## src/hw/rtl/tea16_chained_block_decrypt_top_macros.svh

```systemverilog
// assertion macros shared by the decrypt block modules
`ifndef TEA16_CHAINED_BLOCK_DECRYPT_TOP_MACROS_SVH
`define TEA16_CHAINED_BLOCK_DECRYPT_TOP_MACROS_SVH

// property checked at every clock edge outside reset
`define TCBD_ASSERT(lbl, prop, msg) \
  lbl: assert property (@(posedge clk_i) disable iff (!rst_ni) (prop)) else $error(msg);

// consequence checked in the cycle after the antecedent
`define TCBD_ASSERT_NEXT(lbl, ante, cons, msg) \
  lbl: assert property (@(posedge clk_i) disable iff (!rst_ni) (ante) |=> (cons)) \
    else $error(msg);

`endif

```

## src/hw/rtl/tcbd_pkg.sv

```systemverilog
// types and constants of the chained tea block decrypt
package tcbd_pkg;

  localparam int unsigned TcbdRounds = 16;
  localparam int unsigned QueueDepth = 2;
  localparam logic [31:0] TeaDelta   = 32'h9E3779B9;
  localparam logic [3:0]  HeaderFixed = 4'd3;
  localparam logic [3:0]  BlockBytes  = 4'd8;

  // configuration register indexes
  localparam logic [1:0] CfgKeyWord0 = 2'd0;
  localparam logic [1:0] CfgKeyWord1 = 2'd1;
  localparam logic [1:0] CfgKeyWord2 = 2'd2;
  localparam logic [1:0] CfgKeyWord3 = 2'd3;

  typedef enum logic [1:0] {
    StOk     = 2'd0,
    StShort  = 2'd1,
    StBadPad = 2'd2
  } status_e;

  typedef enum logic [2:0] {
    SIdle   = 3'b001,
    SRun    = 3'b010,
    SFinish = 3'b100
  } back_state_e;

  typedef struct packed {
    logic [63:0] cipher;
    logic        last;
    logic        first;
  } blk_t;

  typedef struct packed {
    logic [31:0] w0;
    logic [31:0] w1;
    logic [31:0] w2;
    logic [31:0] w3;
  } key_t;

endpackage

```

## src/hw/rtl/tcbd_in_if.sv

```systemverilog
// input channel: cipher blocks
interface tcbd_in_if;
  logic        valid;
  logic        ready;
  logic [63:0] cipher_block;
  logic        last_block;

  modport source (output valid, output cipher_block, output last_block, input ready);
  modport sink   (input valid, input cipher_block, input last_block, output ready);
endinterface

```

## src/hw/rtl/tcbd_out_if.sv

```systemverilog
// output channel: plaintext results
interface tcbd_out_if;
  logic        valid;
  logic        ready;
  logic [63:0] plain_bytes;
  logic [7:0]  byte_valid;
  logic        end_of_message;
  logic [1:0]  status;

  modport source (output valid, output plain_bytes, output byte_valid,
                  output end_of_message, output status, input ready);
  modport sink   (input valid, input plain_bytes, input byte_valid,
                  input end_of_message, input status, output ready);
endinterface

```

## src/hw/rtl/tcbd_front.sv

```systemverilog
// front end: accepts blocks, marks message starts, queues them
`include "tea16_chained_block_decrypt_top_macros.svh"

module tcbd_front import tcbd_pkg::*; (
  input  logic     clk_i,
  input  logic     rst_ni,
  tcbd_in_if.sink  blk_i,
  output logic     q_valid_o,
  output blk_t     q_item_o,
  input  logic     q_pop_i
);

  localparam int unsigned PtrW = (QueueDepth > 1) ? $clog2(QueueDepth) : 1;
  localparam int unsigned CntW = $clog2(QueueDepth + 1);

  blk_t            mem_q [QueueDepth];
  logic [PtrW-1:0] wptr_q, wptr_d, rptr_q, rptr_d;
  logic [CntW-1:0] cnt_q, cnt_d;
  logic            in_msg_q, in_msg_d;
  logic            push;
  blk_t            wr_item;

  assign blk_i.ready = (cnt_q != CntW'(QueueDepth));
  assign push        = blk_i.valid && blk_i.ready;
  assign q_valid_o   = (cnt_q != '0);
  assign q_item_o    = mem_q[rptr_q];

  // first block of a message is the one after a last block or after reset
  assign wr_item.cipher = blk_i.cipher_block;
  assign wr_item.last   = blk_i.last_block;
  assign wr_item.first  = !in_msg_q;

  always_comb begin
    wptr_d   = wptr_q;
    rptr_d   = rptr_q;
    cnt_d    = cnt_q;
    in_msg_d = in_msg_q;
    if (push) begin
      wptr_d   = (wptr_q == PtrW'(QueueDepth - 1)) ? '0 : wptr_q + 1'b1;
      in_msg_d = !blk_i.last_block;
    end
    if (q_pop_i) begin
      rptr_d = (rptr_q == PtrW'(QueueDepth - 1)) ? '0 : rptr_q + 1'b1;
    end
    if (push && !q_pop_i) begin
      cnt_d = cnt_q + 1'b1;
    end else if (!push && q_pop_i) begin
      cnt_d = cnt_q - 1'b1;
    end
  end

  always_ff @(posedge clk_i or negedge rst_ni) begin
    if (!rst_ni) begin
      wptr_q   <= '0;
      rptr_q   <= '0;
      cnt_q    <= '0;
      in_msg_q <= 1'b0;
    end else begin
      wptr_q   <= wptr_d;
      rptr_q   <= rptr_d;
      cnt_q    <= cnt_d;
      in_msg_q <= in_msg_d;
    end
  end

  always_ff @(posedge clk_i) begin
    if (push) begin
      mem_q[wptr_q] <= wr_item;
    end
  end

  `TCBD_ASSERT(a_cnt_bound, cnt_q <= CntW'(QueueDepth), "queue count beyond depth")
  `TCBD_ASSERT(a_pop_nonempty, !q_pop_i || (cnt_q != '0), "pop from empty queue")
  `TCBD_ASSERT_NEXT(a_last_resets_msg, push && blk_i.last_block, !in_msg_q,
                    "message flag not cleared after last block")

endmodule

```

## src/hw/rtl/tcbd_back.sv

```systemverilog
// back end: iterative tea decipher, chaining and result classification
`include "tea16_chained_block_decrypt_top_macros.svh"

module tcbd_back import tcbd_pkg::*; #(
  parameter int unsigned ROUNDS = TcbdRounds
) (
  input  logic       clk_i,
  input  logic       rst_ni,
  input  key_t       key_i,
  input  logic       q_valid_i,
  input  blk_t       q_item_i,
  output logic       q_pop_o,
  tcbd_out_if.source res_o
);

  localparam int unsigned RndW = (ROUNDS > 1) ? $clog2(ROUNDS) : 1;
  localparam logic [63:0] SumProd = 64'(TeaDelta) * 64'(ROUNDS);
  localparam logic [31:0] SumInit = SumProd[31:0];

  back_state_e     state_q, state_d;
  logic [RndW-1:0] rnd_q, rnd_d;
  logic [31:0]     y_q, y_d, z_q, z_d, sum_q, sum_d;
  logic [31:0]     y_n, z_n;
  logic [63:0]     cur_cipher_q;
  logic            cur_last_q, cur_first_q;
  logic [63:0]     chain_q, chain_d, prev_q, prev_d;
  logic [3:0]      hdr_left_q, hdr_left_d;

  logic            out_valid_q, out_valid_d;
  logic [63:0]     out_plain_q;
  logic [7:0]      out_bv_q;
  logic            out_eom_q;
  status_e         out_st_q;

  logic [63:0]     dec, plain, chain_src, start_blk;
  logic [3:0]      hdr, skip;
  logic [7:0]      bv;
  status_e         st;
  logic            slot_free, fin_load, start;

  // one round: z half then y half
  assign z_n = z_q - (((y_q << 4) + key_i.w2) ^ (y_q + sum_q) ^ ((y_q >> 5) + key_i.w3));
  assign y_n = y_q - (((z_n << 4) + key_i.w0) ^ (z_n + sum_q) ^ ((z_n >> 5) + key_i.w1));

  assign dec   = {y_q, z_q};
  assign plain = dec ^ prev_q;

  always_comb begin
    hdr  = cur_first_q ? ({1'b0, plain[58:56]} + HeaderFixed) : hdr_left_q;
    skip = (hdr > BlockBytes) ? BlockBytes : hdr;
    bv   = 8'hFF >> skip;
    st   = StOk;
    if (cur_last_q) begin
      bv = bv & 8'h80;
      if (cur_first_q || (skip > 4'd1)) begin
        st = StShort;
      end else if (plain[55:0] != '0) begin
        st = StBadPad;
      end
    end
    if (st != StOk) begin
      bv = '0;
    end
  end

  assign slot_free = !out_valid_q || res_o.ready;
  assign fin_load  = (state_q == SFinish) && slot_free;
  assign start     = q_valid_i && ((state_q == SIdle) || fin_load);
  assign q_pop_o   = start;

  // chain value the next block sees
  assign chain_src = (state_q == SFinish) ? (cur_last_q ? '0 : dec) : chain_q;
  assign start_blk = q_item_i.cipher ^ chain_src;

  always_comb begin
    state_d    = state_q;
    rnd_d      = rnd_q;
    y_d        = y_q;
    z_d        = z_q;
    sum_d      = sum_q;
    chain_d    = chain_q;
    prev_d     = prev_q;
    hdr_left_d = hdr_left_q;
    unique case (state_q)
      SIdle: begin
      end
      SRun: begin
        y_d   = y_n;
        z_d   = z_n;
        sum_d = sum_q - TeaDelta;
        rnd_d = rnd_q + 1'b1;
        if (rnd_q == RndW'(ROUNDS - 1)) begin
          state_d = SFinish;
        end
      end
      SFinish: begin
        if (fin_load) begin
          state_d = SIdle;
          if (cur_last_q) begin
            chain_d    = '0;
            prev_d     = '0;
            hdr_left_d = '0;
          end else begin
            chain_d    = dec;
            prev_d     = cur_cipher_q;
            hdr_left_d = hdr - skip;
          end
        end
      end
      default: state_d = SIdle;
    endcase
    if (start) begin
      state_d = SRun;
      rnd_d   = '0;
      y_d     = start_blk[63:32];
      z_d     = start_blk[31:0];
      sum_d   = SumInit;
    end
  end

  always_comb begin
    out_valid_d = out_valid_q;
    if (fin_load) begin
      out_valid_d = 1'b1;
    end else if (res_o.ready) begin
      out_valid_d = 1'b0;
    end
  end

  always_ff @(posedge clk_i or negedge rst_ni) begin
    if (!rst_ni) begin
      state_q     <= SIdle;
      rnd_q       <= '0;
      chain_q     <= '0;
      prev_q      <= '0;
      hdr_left_q  <= '0;
      out_valid_q <= 1'b0;
    end else begin
      state_q     <= state_d;
      rnd_q       <= rnd_d;
      chain_q     <= chain_d;
      prev_q      <= prev_d;
      hdr_left_q  <= hdr_left_d;
      out_valid_q <= out_valid_d;
    end
  end

  always_ff @(posedge clk_i) begin
    y_q   <= y_d;
    z_q   <= z_d;
    sum_q <= sum_d;
    if (start) begin
      cur_cipher_q <= q_item_i.cipher;
      cur_last_q   <= q_item_i.last;
      cur_first_q  <= q_item_i.first;
    end
    if (fin_load) begin
      out_plain_q <= plain;
      out_bv_q    <= bv;
      out_eom_q   <= cur_last_q;
      out_st_q    <= st;
    end
  end

  assign res_o.valid          = out_valid_q;
  assign res_o.plain_bytes    = out_plain_q;
  assign res_o.byte_valid     = out_bv_q;
  assign res_o.end_of_message = out_eom_q;
  assign res_o.status         = out_st_q;

  `TCBD_ASSERT(a_err_no_bytes, !out_valid_q || (out_st_q == StOk) || (out_bv_q == '0),
               "errored result carries valid bytes")
  `TCBD_ASSERT(a_no_pop_in_run, !q_pop_o || (state_q != SRun), "block taken mid decipher")
  `TCBD_ASSERT_NEXT(a_chain_clear, fin_load && cur_last_q,
                    (chain_q == '0) && (prev_q == '0) && (hdr_left_q == '0),
                    "chain state not cleared after message end")

endmodule

```

## src/hw/rtl/tea16_chained_block_decrypt_top.sv

```systemverilog
// top level of the chained 16-round tea block decrypt
//
// channel   dir  payload                                          transfer when
// blk_i     in   cipher_block[63:0], last_block                   valid && ready
// res_o     out  plain_bytes[63:0], byte_valid[7:0], eom, status  valid && ready
// cfg       in   cfg_index_i[1:0], cfg_wdata_i[31:0]              cfg_we_i
//
// a block runs one round per cycle in the decipher unit, then passes a finish state
// that classifies, writes the result and starts the next block if one is queued
// the two-entry input queue keeps taking blocks while the unit is busy, until it is full
// a result waiting in the output register stalls only the finish state
// reset clears the queue, chain state and key words; no clearing pass
module tea16_chained_block_decrypt_top import tcbd_pkg::*; #(
  parameter int unsigned ROUNDS = TcbdRounds
) (
  input  logic        clk_i,
  input  logic        rst_ni,
  tcbd_in_if.sink     blk_i,
  tcbd_out_if.source  res_o,
  input  logic        cfg_we_i,
  input  logic [1:0]  cfg_index_i,
  input  logic [31:0] cfg_wdata_i
);

  // key words; the user must write them only while the block is idle, the block itself does not enforce it
  key_t key_q, key_d;

  // queue between front and back
  logic q_valid;
  blk_t q_item;
  logic q_pop;

  always_comb begin
    key_d = key_q;
    if (cfg_we_i) begin
      unique case (cfg_index_i)
        CfgKeyWord0: key_d.w0 = cfg_wdata_i;
        CfgKeyWord1: key_d.w1 = cfg_wdata_i;
        CfgKeyWord2: key_d.w2 = cfg_wdata_i;
        CfgKeyWord3: key_d.w3 = cfg_wdata_i;
        default:     key_d    = key_q;
      endcase
    end
  end

  always_ff @(posedge clk_i or negedge rst_ni) begin
    if (!rst_ni) begin
      key_q <= '0;
    end else begin
      key_q <= key_d;
    end
  end

  // front: takes blocks, flags the first block of each message
  tcbd_front u_front (
    .clk_i     (clk_i),
    .rst_ni    (rst_ni),
    .blk_i     (blk_i),
    .q_valid_o (q_valid),
    .q_item_o  (q_item),
    .q_pop_i   (q_pop)
  );

  // back: decipher rounds, chaining, header skip and padding check
  tcbd_back #(
    .ROUNDS (ROUNDS)
  ) u_back (
    .clk_i     (clk_i),
    .rst_ni    (rst_ni),
    .key_i     (key_q),
    .q_valid_i (q_valid),
    .q_item_i  (q_item),
    .q_pop_o   (q_pop),
    .res_o     (res_o)
  );

endmodule

```

## src/flat_wrapper.sv

```systemverilog
// flat-port wrapper written by rule: the top's interface ports become plain ports
module tea16_chained_block_decrypt_top_flat import tcbd_pkg::*;
#(
  parameter int unsigned ROUNDS = TcbdRounds
)
  (clk_i, rst_ni, cfg_we_i, cfg_index_i, cfg_wdata_i, blk_i_valid, blk_i_cipher_block, blk_i_last_block, blk_i_ready, res_o_valid, res_o_plain_bytes, res_o_byte_valid, res_o_end_of_message, res_o_status, res_o_ready);
  tcbd_in_if blk_i_i ();
  tcbd_out_if res_o_i ();
  input  logic clk_i;
  input  logic rst_ni;
  input  logic cfg_we_i;
  input  logic [1:0] cfg_index_i;
  input  logic [31:0] cfg_wdata_i;
  input wire logic [$bits(blk_i_i.valid)-1:0] blk_i_valid;
  input wire logic [$bits(blk_i_i.cipher_block)-1:0] blk_i_cipher_block;
  input wire logic [$bits(blk_i_i.last_block)-1:0] blk_i_last_block;
  output wire logic [$bits(blk_i_i.ready)-1:0] blk_i_ready;
  output wire logic [$bits(res_o_i.valid)-1:0] res_o_valid;
  output wire logic [$bits(res_o_i.plain_bytes)-1:0] res_o_plain_bytes;
  output wire logic [$bits(res_o_i.byte_valid)-1:0] res_o_byte_valid;
  output wire logic [$bits(res_o_i.end_of_message)-1:0] res_o_end_of_message;
  output wire logic [$bits(res_o_i.status)-1:0] res_o_status;
  input wire logic [$bits(res_o_i.ready)-1:0] res_o_ready;
  assign blk_i_i.valid = blk_i_valid;
  assign blk_i_i.cipher_block = blk_i_cipher_block;
  assign blk_i_i.last_block = blk_i_last_block;
  assign blk_i_ready = blk_i_i.ready;
  assign res_o_valid = res_o_i.valid;
  assign res_o_plain_bytes = res_o_i.plain_bytes;
  assign res_o_byte_valid = res_o_i.byte_valid;
  assign res_o_end_of_message = res_o_i.end_of_message;
  assign res_o_status = res_o_i.status;
  assign res_o_i.ready = res_o_ready;
  tea16_chained_block_decrypt_top #(.ROUNDS(ROUNDS)) u_core (.clk_i(clk_i), .rst_ni(rst_ni), .blk_i(blk_i_i), .res_o(res_o_i), .cfg_we_i(cfg_we_i), .cfg_index_i(cfg_index_i), .cfg_wdata_i(cfg_wdata_i));
endmodule
```

## config.mk

```make
export PLATFORM = sky130hd
export DESIGN_NAME = tea16_chained_block_decrypt_top_flat
export DESIGN_NICKNAME = d
export VERILOG_FILES = /design/src/hw/rtl/tcbd_pkg.sv /design/src/hw/rtl/tcbd_in_if.sv /design/src/hw/rtl/tcbd_out_if.sv /design/src/hw/rtl/tcbd_front.sv /design/src/hw/rtl/tcbd_back.sv /design/src/hw/rtl/tea16_chained_block_decrypt_top.sv /design/src/flat_wrapper.sv
export VERILOG_INCLUDE_DIRS = /design/src /design/src/hw/rtl
export SDC_FILE = /design/constraint.sdc
export NUM_CORES = 1
export LEC_CHECK = 0
export BUFFER_PORTS_ARGS = -buffer_cell sky130_fd_sc_hd__buf_2
export CORE_UTILIZATION = 45
export CTS_CLUSTER_DIAMETER = 120
export DETAILED_ROUTE_END_ITERATION = 10
export PLACE_DENSITY = 0.63
export SYNTH_ARGS = -nofsm -noshare
export SYNTH_HDL_FRONTEND = slang
export SYNTH_HIERARCHICAL = 1
export SYNTH_SLANG_ARGS = --single-unit
```

## constraint.sdc

```tcl
create_clock -name clk_i -period 11.6 [get_ports clk_i]
set_clock_uncertainty 0.05 [all_clocks]
set_input_delay 0.58 -clock clk_i [delete_from_list [all_inputs] [get_ports clk_i]]
set_output_delay 0.58 -clock clk_i [all_outputs]
set_load 0.03 [all_outputs]
```

==> results.sh, run 1 <==
export IMPL_place_hpwl_um=78400
export IMPL_status="complete, no violations"
export IMPL_slew_headroom_pct=28.4
export IMPL_numCtsBuffers=70
export IMPL_clock_latency_ns=0.62
export IMPL_finalMaxSlewViolations=0
export IMPL_synth_top_family_by_area="compound AO/OA/AOI/OAI gates"
export IMPL_async_reset_ff_share_pct=42.5
export IMPL_yosys_top_cells_area="edfxtp_1 27%, dfrtp_1 18%, xnor2_1 8.6%"
export IMPL_finalSetupViolCount=0
export IMPL_holdWs_ns=0.0908
export IMPL_start_kind="flip-flop"
export IMPL_post_route_drc_count=0
export IMPL_die_w_um=292
export IMPL_grt_first_pass_wirelength_um=161000
export IMPL_synth_area_um2=37700
export IMPL_synth_cell_types=87
export IMPL_hold_viol_final=0
export IMPL_period_minus_slack_ns=10.04
export IMPL_cp_max_fo=5
export IMPL_ctsResizeCount=0
export IMPL_antenna_found_initial=1
export IMPL_dieHeight_um=292
export IMPL_synthSimpleGateAreaFrac_pct=11.6
export IMPL_std_cell_rows=105
export IMPL_grt_max_degree=122
export IMPL_synth_xor_area_share_pct=12.1
export IMPL_routabilityCongestion=0.912
export IMPL_end_kind="flip-flop"
export IMPL_port_buffer_count=180
export IMPL_synth_top_flop_cell="edfxtp_1"
export IMPL_vias=27200
export IMPL_synthesis_nets=3870
export IMPL_cts_path_max_buffers=3
export IMPL_tightestPinTransition_ns=1.06
export IMPL_grt_ovfl_total=0
export IMPL_ys_seq_area_share_pct=46.6
export IMPL_routed_wl_um=106000
export IMPL_cts_sinks=642
export IMPL_drv_cap=0
export IMPL_grt_total_usage_pct=24.9
export IMPL_synth_top_area_share_pct=26.8
export IMPL_synth_edf_count=337
export IMPL_rsz0062_at_grt="no"
export IMPL_first_iter_violations=2111
export IMPL_finalCritPeriodShare_pct=86.6
export IMPL_h_tree_depth=3
export IMPL_start_util_pct=45.7
export IMPL_dieArea_um2=85000
export IMPL_synth_seq_cells=642
export IMPL_coreArea_um2=82500
export IMPL_fin_tns_setup_ns=0
export IMPL_worstPathRequired_ns=11.89
export IMPL_synth_adder_area_share_pct=8.62
export IMPL_synthToLayoutAreaGrowth_pct=12.3
export IMPL_wl_per_cell_um=22.0
export IMPL_hold_class="input pin to flip-flop"
export IMPL_grt_pass1_vias=26400
export IMPL_yosysTopAreaCell="edfxtp_1"
export IMPL_syn_mean_instance_area_um2=10.7
export IMPL_io_pins=181
export IMPL_synthMuxAreaShare_pct=6.14
export IMPL_fmax_ghz=0.0996
export IMPL_arrival_ns=10.33
export IMPL_yosys_warnings=6
export IMPL_clk_pin_slew_worst_paths_ns=0.06
export IMPL_cts_root_buffer="clkbuf_16"
export IMPL_tritoncts="built"
export IMPL_fin_nets=4064
export IMPL_viasPerCell=5.62
export IMPL_first_pass_iters=5
export IMPL_slowest_stage="a311oi_1"
export IMPL_synth_compound_area_share_pct=13.0
export IMPL_syn_inst=3511
export IMPL_path_class="flip-flop to flip-flop"
export IMPL_drive_above_1_share_pct=14.8
export IMPL_critPathMaxStageDelay_ns=0.50
export IMPL_ant_nets=0
==> cells in the mapped netlist, drive strengths merged (43+ instances only) <==
library cell  number
dfrtp            272
nand3b            68
mux2             194
ha               247
xnor2            372
clkbuf            74
nor2             160
edfxtp           337
nand2b            99
o21ai            256
nand3             43
a21oi            256
a21o             108
xor2             140
nand2            394
inv               71
==> final cells by class <==
| cell class | instances | area, µm² |
|---|---|---|
| fill | 7413 | 40100 |
| sequential | 642 | 17600 |
| timing repair buffer | 223 | 1250 |
| clock buffer | 94 | 1990 |
| antenna | 1 | 2.50 |
| tap | 1070 | 1340 |
| clock inverter | 35 | 450 |
| multi-input combinational | 2696 | 19500 |
| inverter | 72 | 278 |
==> cell usage in the layout, fill, tap and decap left out, drive strengths merged, types with 140 or more instances in the layout <==
| master | n |
|---|---|
| xnor2 | 372 |
| a21oi | 256 |
| o21ai | 256 |
| xor2 | 140 |
| mux2 | 194 |
| ha | 247 |
| buf | 222 |
| nand2 | 394 |
| edfxtp | 337 |
| dfrtp | 272 |
| nor2 | 160 |
==> sequential cells by signal, summed over array words and instances (netlist names), 3 cells and up <==
name                             count
u_core/u_front/mem_q               132
u_core/key_q                       128
u_core/u_back/chain_q               64
u_core/u_back/cur_cipher_q          64
u_core/u_back/prev_q                64
u_core/u_back/res_o.plain_bytes     64
u_core/u_back/sum_q                 32
u_core/u_back/y_q                   32
u_core/u_back/z_q                   32
u_core/u_back/res_o.byte_valid       8
u_core/u_back/hdr_left_q             4
u_core/u_back/rnd_q                  4
u_core/u_back/state_q                3
==> critical path, delay by kind of cell, from the launching register on <==
family	cells	cell delay, ns
buf+inv	1	0.22
compound gates	23	5.08
flops	1	0.46
fa+ha+maj	5	1.66
simple gates	5	1.02
xor+xnor	5	1.24
==> path summary, 6_finish.rpt <==
| path | start | endpoint | slack [ns] | cells after the start |
|---|---|---|---|---|
| max in group asynchronous | rst_ni | u_core/u_front/in_msg_q | 8.94 | 4 |
| min reg2reg | u_core/u_back/cur_cipher_q[63] | u_core/u_back/prev_q[63] | 0.42 | 2 |
| min | blk_i_cipher_block[55] | u_core/u_front/mem_q[0][57] | 0.09 | 1 |
| max reg2reg | u_core/u_back/y_q[0] | u_core/u_back/y_q[31] | 1.56 | 39 |
| min in group asynchronous | rst_ni | u_core/key_q[102] | 0.48 | 2 |
| max | u_core/u_back/y_q[0] | u_core/u_back/y_q[31] | 1.56 | 39 |
==> stage by stage <==
step	instance area, µm²	setup slack (ns)	cells	utilization (%)
finish	42400	1.56	4833	51.4
CTS	42400	1.68	4832	51.4
floorplan	37700	3.09	3511	-
global placement	39900	1.85	4702	48.4
detailed placement	39900	1.74	4702	48.4
global route	42400	0.956	4832	51.4
==> per-layer routing <==
layer	vias up	GRT usage, %	share of wire (%)
li1	13000	-	-
met1	13300	37.8	48
met2	807	37.0	43
met3	125	4.10	6.9
met4	0	5.40	1.7
met5	-	0	0
==> logic make-up after synthesis <==
| logic type | Yosys count |
|---|---|
| adders and majority gates | 255 |
| xor gates and xnor gates | 515 |
| buffers and inverters | 173 |
| and+or+nand+nor | 916 |
| DFF | 642 |
| other | 2 |
| muxes | 196 |
| AOI/OAI and AO/OA | 812 |
==> timing repair <==
item	CTS	global route
setup buffers	0	0
hold buffers	1	0
hold endpoints to repair	97	0
setup endpoints to repair	0	0
Power of run 1 is not shown: default switching activity piles up to over one toggle a cycle in this logic, so the estimate is an artifact.
==> inputs of run 2 (changes only) <==
CORE_UTILIZATION = 40   (was 45)
PLACE_DENSITY = 0.58   (was 0.63)
==> results.sh, run 2 (synthesis results as in run 1) <==
export IMPL_slowest_stage="o31ai_1"
export IMPL_cp_max_fo=6
export IMPL_use_met3_pct=3.32
export IMPL_grt_busiest_layer="met1"
export IMPL_numCtsBuffers=71
export IMPL_cts_path_max_buffers=3
export IMPL_viasPerCell=5.43
export IMPL_slew_headroom_pct=29.8
export IMPL_largestRegisters="u_core/u_front/mem_q: 132 flops, u_core/key_q: 128 flops"
export IMPL_grt_total_usage_pct=22.8
export IMPL_rsz0062_at_grt="no"
export IMPL_holdWs_ns=0.0874
export IMPL_first_pass_iters=6
export IMPL_period_minus_slack_ns=9.95
export IMPL_dieArea_um2=95500
export IMPL_largest_reg_flops=132
export IMPL_ant_nets=0
export IMPL_cp_buffers_inverters=1
export IMPL_path_class="flip-flop to flip-flop"
export IMPL_regMostFlops="u_core/u_front/mem_q"
export IMPL_finalMaxSlewViolations=0
export IMPL_grt_max_degree=134
export IMPL_worstPathRequired_ns=11.89
export IMPL_arrival_ns=10.25
export IMPL_clk_pin_slew_worst_paths_ns=0.06
export IMPL_h_tree_depth=3
export IMPL_post_route_drc_count=0
export IMPL_grt_ovfl_total=0
export IMPL_vias=27200
export IMPL_synthToLayoutAreaGrowth_pct=12.9
export IMPL_place_hpwl_um=80600
export IMPL_tritoncts="built"
export IMPL_layout_commonest_cell="nand2_1"
export IMPL_crit_path_frequent_cell="xnor2_1"
export IMPL_routed_wl_um=109000
export IMPL_drive_above_1_share_pct=14.8
export IMPL_antenna_found_initial=2
export IMPL_ctsResizeCount=0
export IMPL_final_cell_mix="393 x nand2_1, 371 x xnor2_1, 337 x edfxtp_1"
export IMPL_finalCritPeriodShare_pct=85.8
export IMPL_post_route_util_pct=45.7
export IMPL_wl_per_cell_um=21.8
export IMPL_start_kind="flip-flop"
export IMPL_end_kind="flip-flop"
export IMPL_clock_latency_ns=0.64
export IMPL_post_cts_buffers=0
export IMPL_status="complete, no violations"
export IMPL_hold_viol_final=0
export IMPL_grt_first_pass_wirelength_um=164000
export IMPL_dp_cells=4883
export IMPL_start_util_pct=40.4
export IMPL_hold_class="input pin to flip-flop"
export IMPL_met1_usage_pct=34.9
export IMPL_stdcell_count=5017
export IMPL_finalSetupViolCount=0
export IMPL_die_w_um=309
export IMPL_routabilityCongestion=0.933
export IMPL_dieHeight_um=309
export IMPL_critPathMaxStageDelay_ns=0.50
export IMPL_fmax_ghz=0.100
export IMPL_cts_hold_buf=1
export IMPL_grt_pass1_vias=26200
export IMPL_first_iter_violations=2321
export IMPL_cp_top_family="compound AO/OA/AOI/OAI gates"
export IMPL_io_pins=181
export IMPL_tightestPinTransition_ns=1.05
export IMPL_fin_tns_setup_ns=0
export IMPL_drv_cap=0
export IMPL_fin_nets=4062
export IMPL_gr_usage_met2_pct=34.0
export IMPL_port_buffer_count=180
export IMPL_cts_sinks=642
export IMPL_std_cell_rows=112
export IMPL_cts_root_buffer="clkbuf_16"
export IMPL_coreArea_um2=93300
==> run 2: per-stage QoR <==
stage / worst slack, ns / area, µm²
floorplan: 3.09 / 37700
global placement: 1.78 / 40100
detailed placement: 1.71 / 40100
CTS: 1.63 / 42600
global route: 0.872 / 42600
finish: 1.65 / 42600
==> run 2: worst paths after layout <==
path / startpoint / endpoint / slack (ns) / cells past startpoint
max in group asynchronous: rst_ni / u_core/u_front/rptr_q / 9.48 / 3
min in group asynchronous: rst_ni / u_core/key_q[93] / 0.47 / 2
min: blk_i_cipher_block[59] / u_core/u_front/mem_q[1][61] / 0.09 / 1
max reg2reg: u_core/u_back/y_q[0] / u_core/u_back/y_q[31] / 1.65 / 41
max: u_core/u_back/y_q[0] / u_core/u_back/y_q[31] / 1.65 / 41
min reg2reg: u_core/u_back/cur_cipher_q[49] / u_core/u_back/prev_q[49] / 0.42 / 2
==> run 2: per-layer routing <==
layer,wire length (µm),vias to the layer above
li1,-,13000
met1,54300,13400
met2,47100,774
met3,6500,103
met4,1380,0
met5,0,-
==> run 2: final cells by class <==
cell class / count / area (µm²)
inverters: 72 / 278
clock inverters: 40 / 424
multi-input cells: 2696 / 19500
flip-flops and latches: 642 / 17600
repair buffers: 220 / 1230
diodes: 1 / 2.50
clock buffers: 92 / 2020
fillers: 8878 / 50700
well taps: 1254 / 1570
Power of run 2 is left out for the same reason.
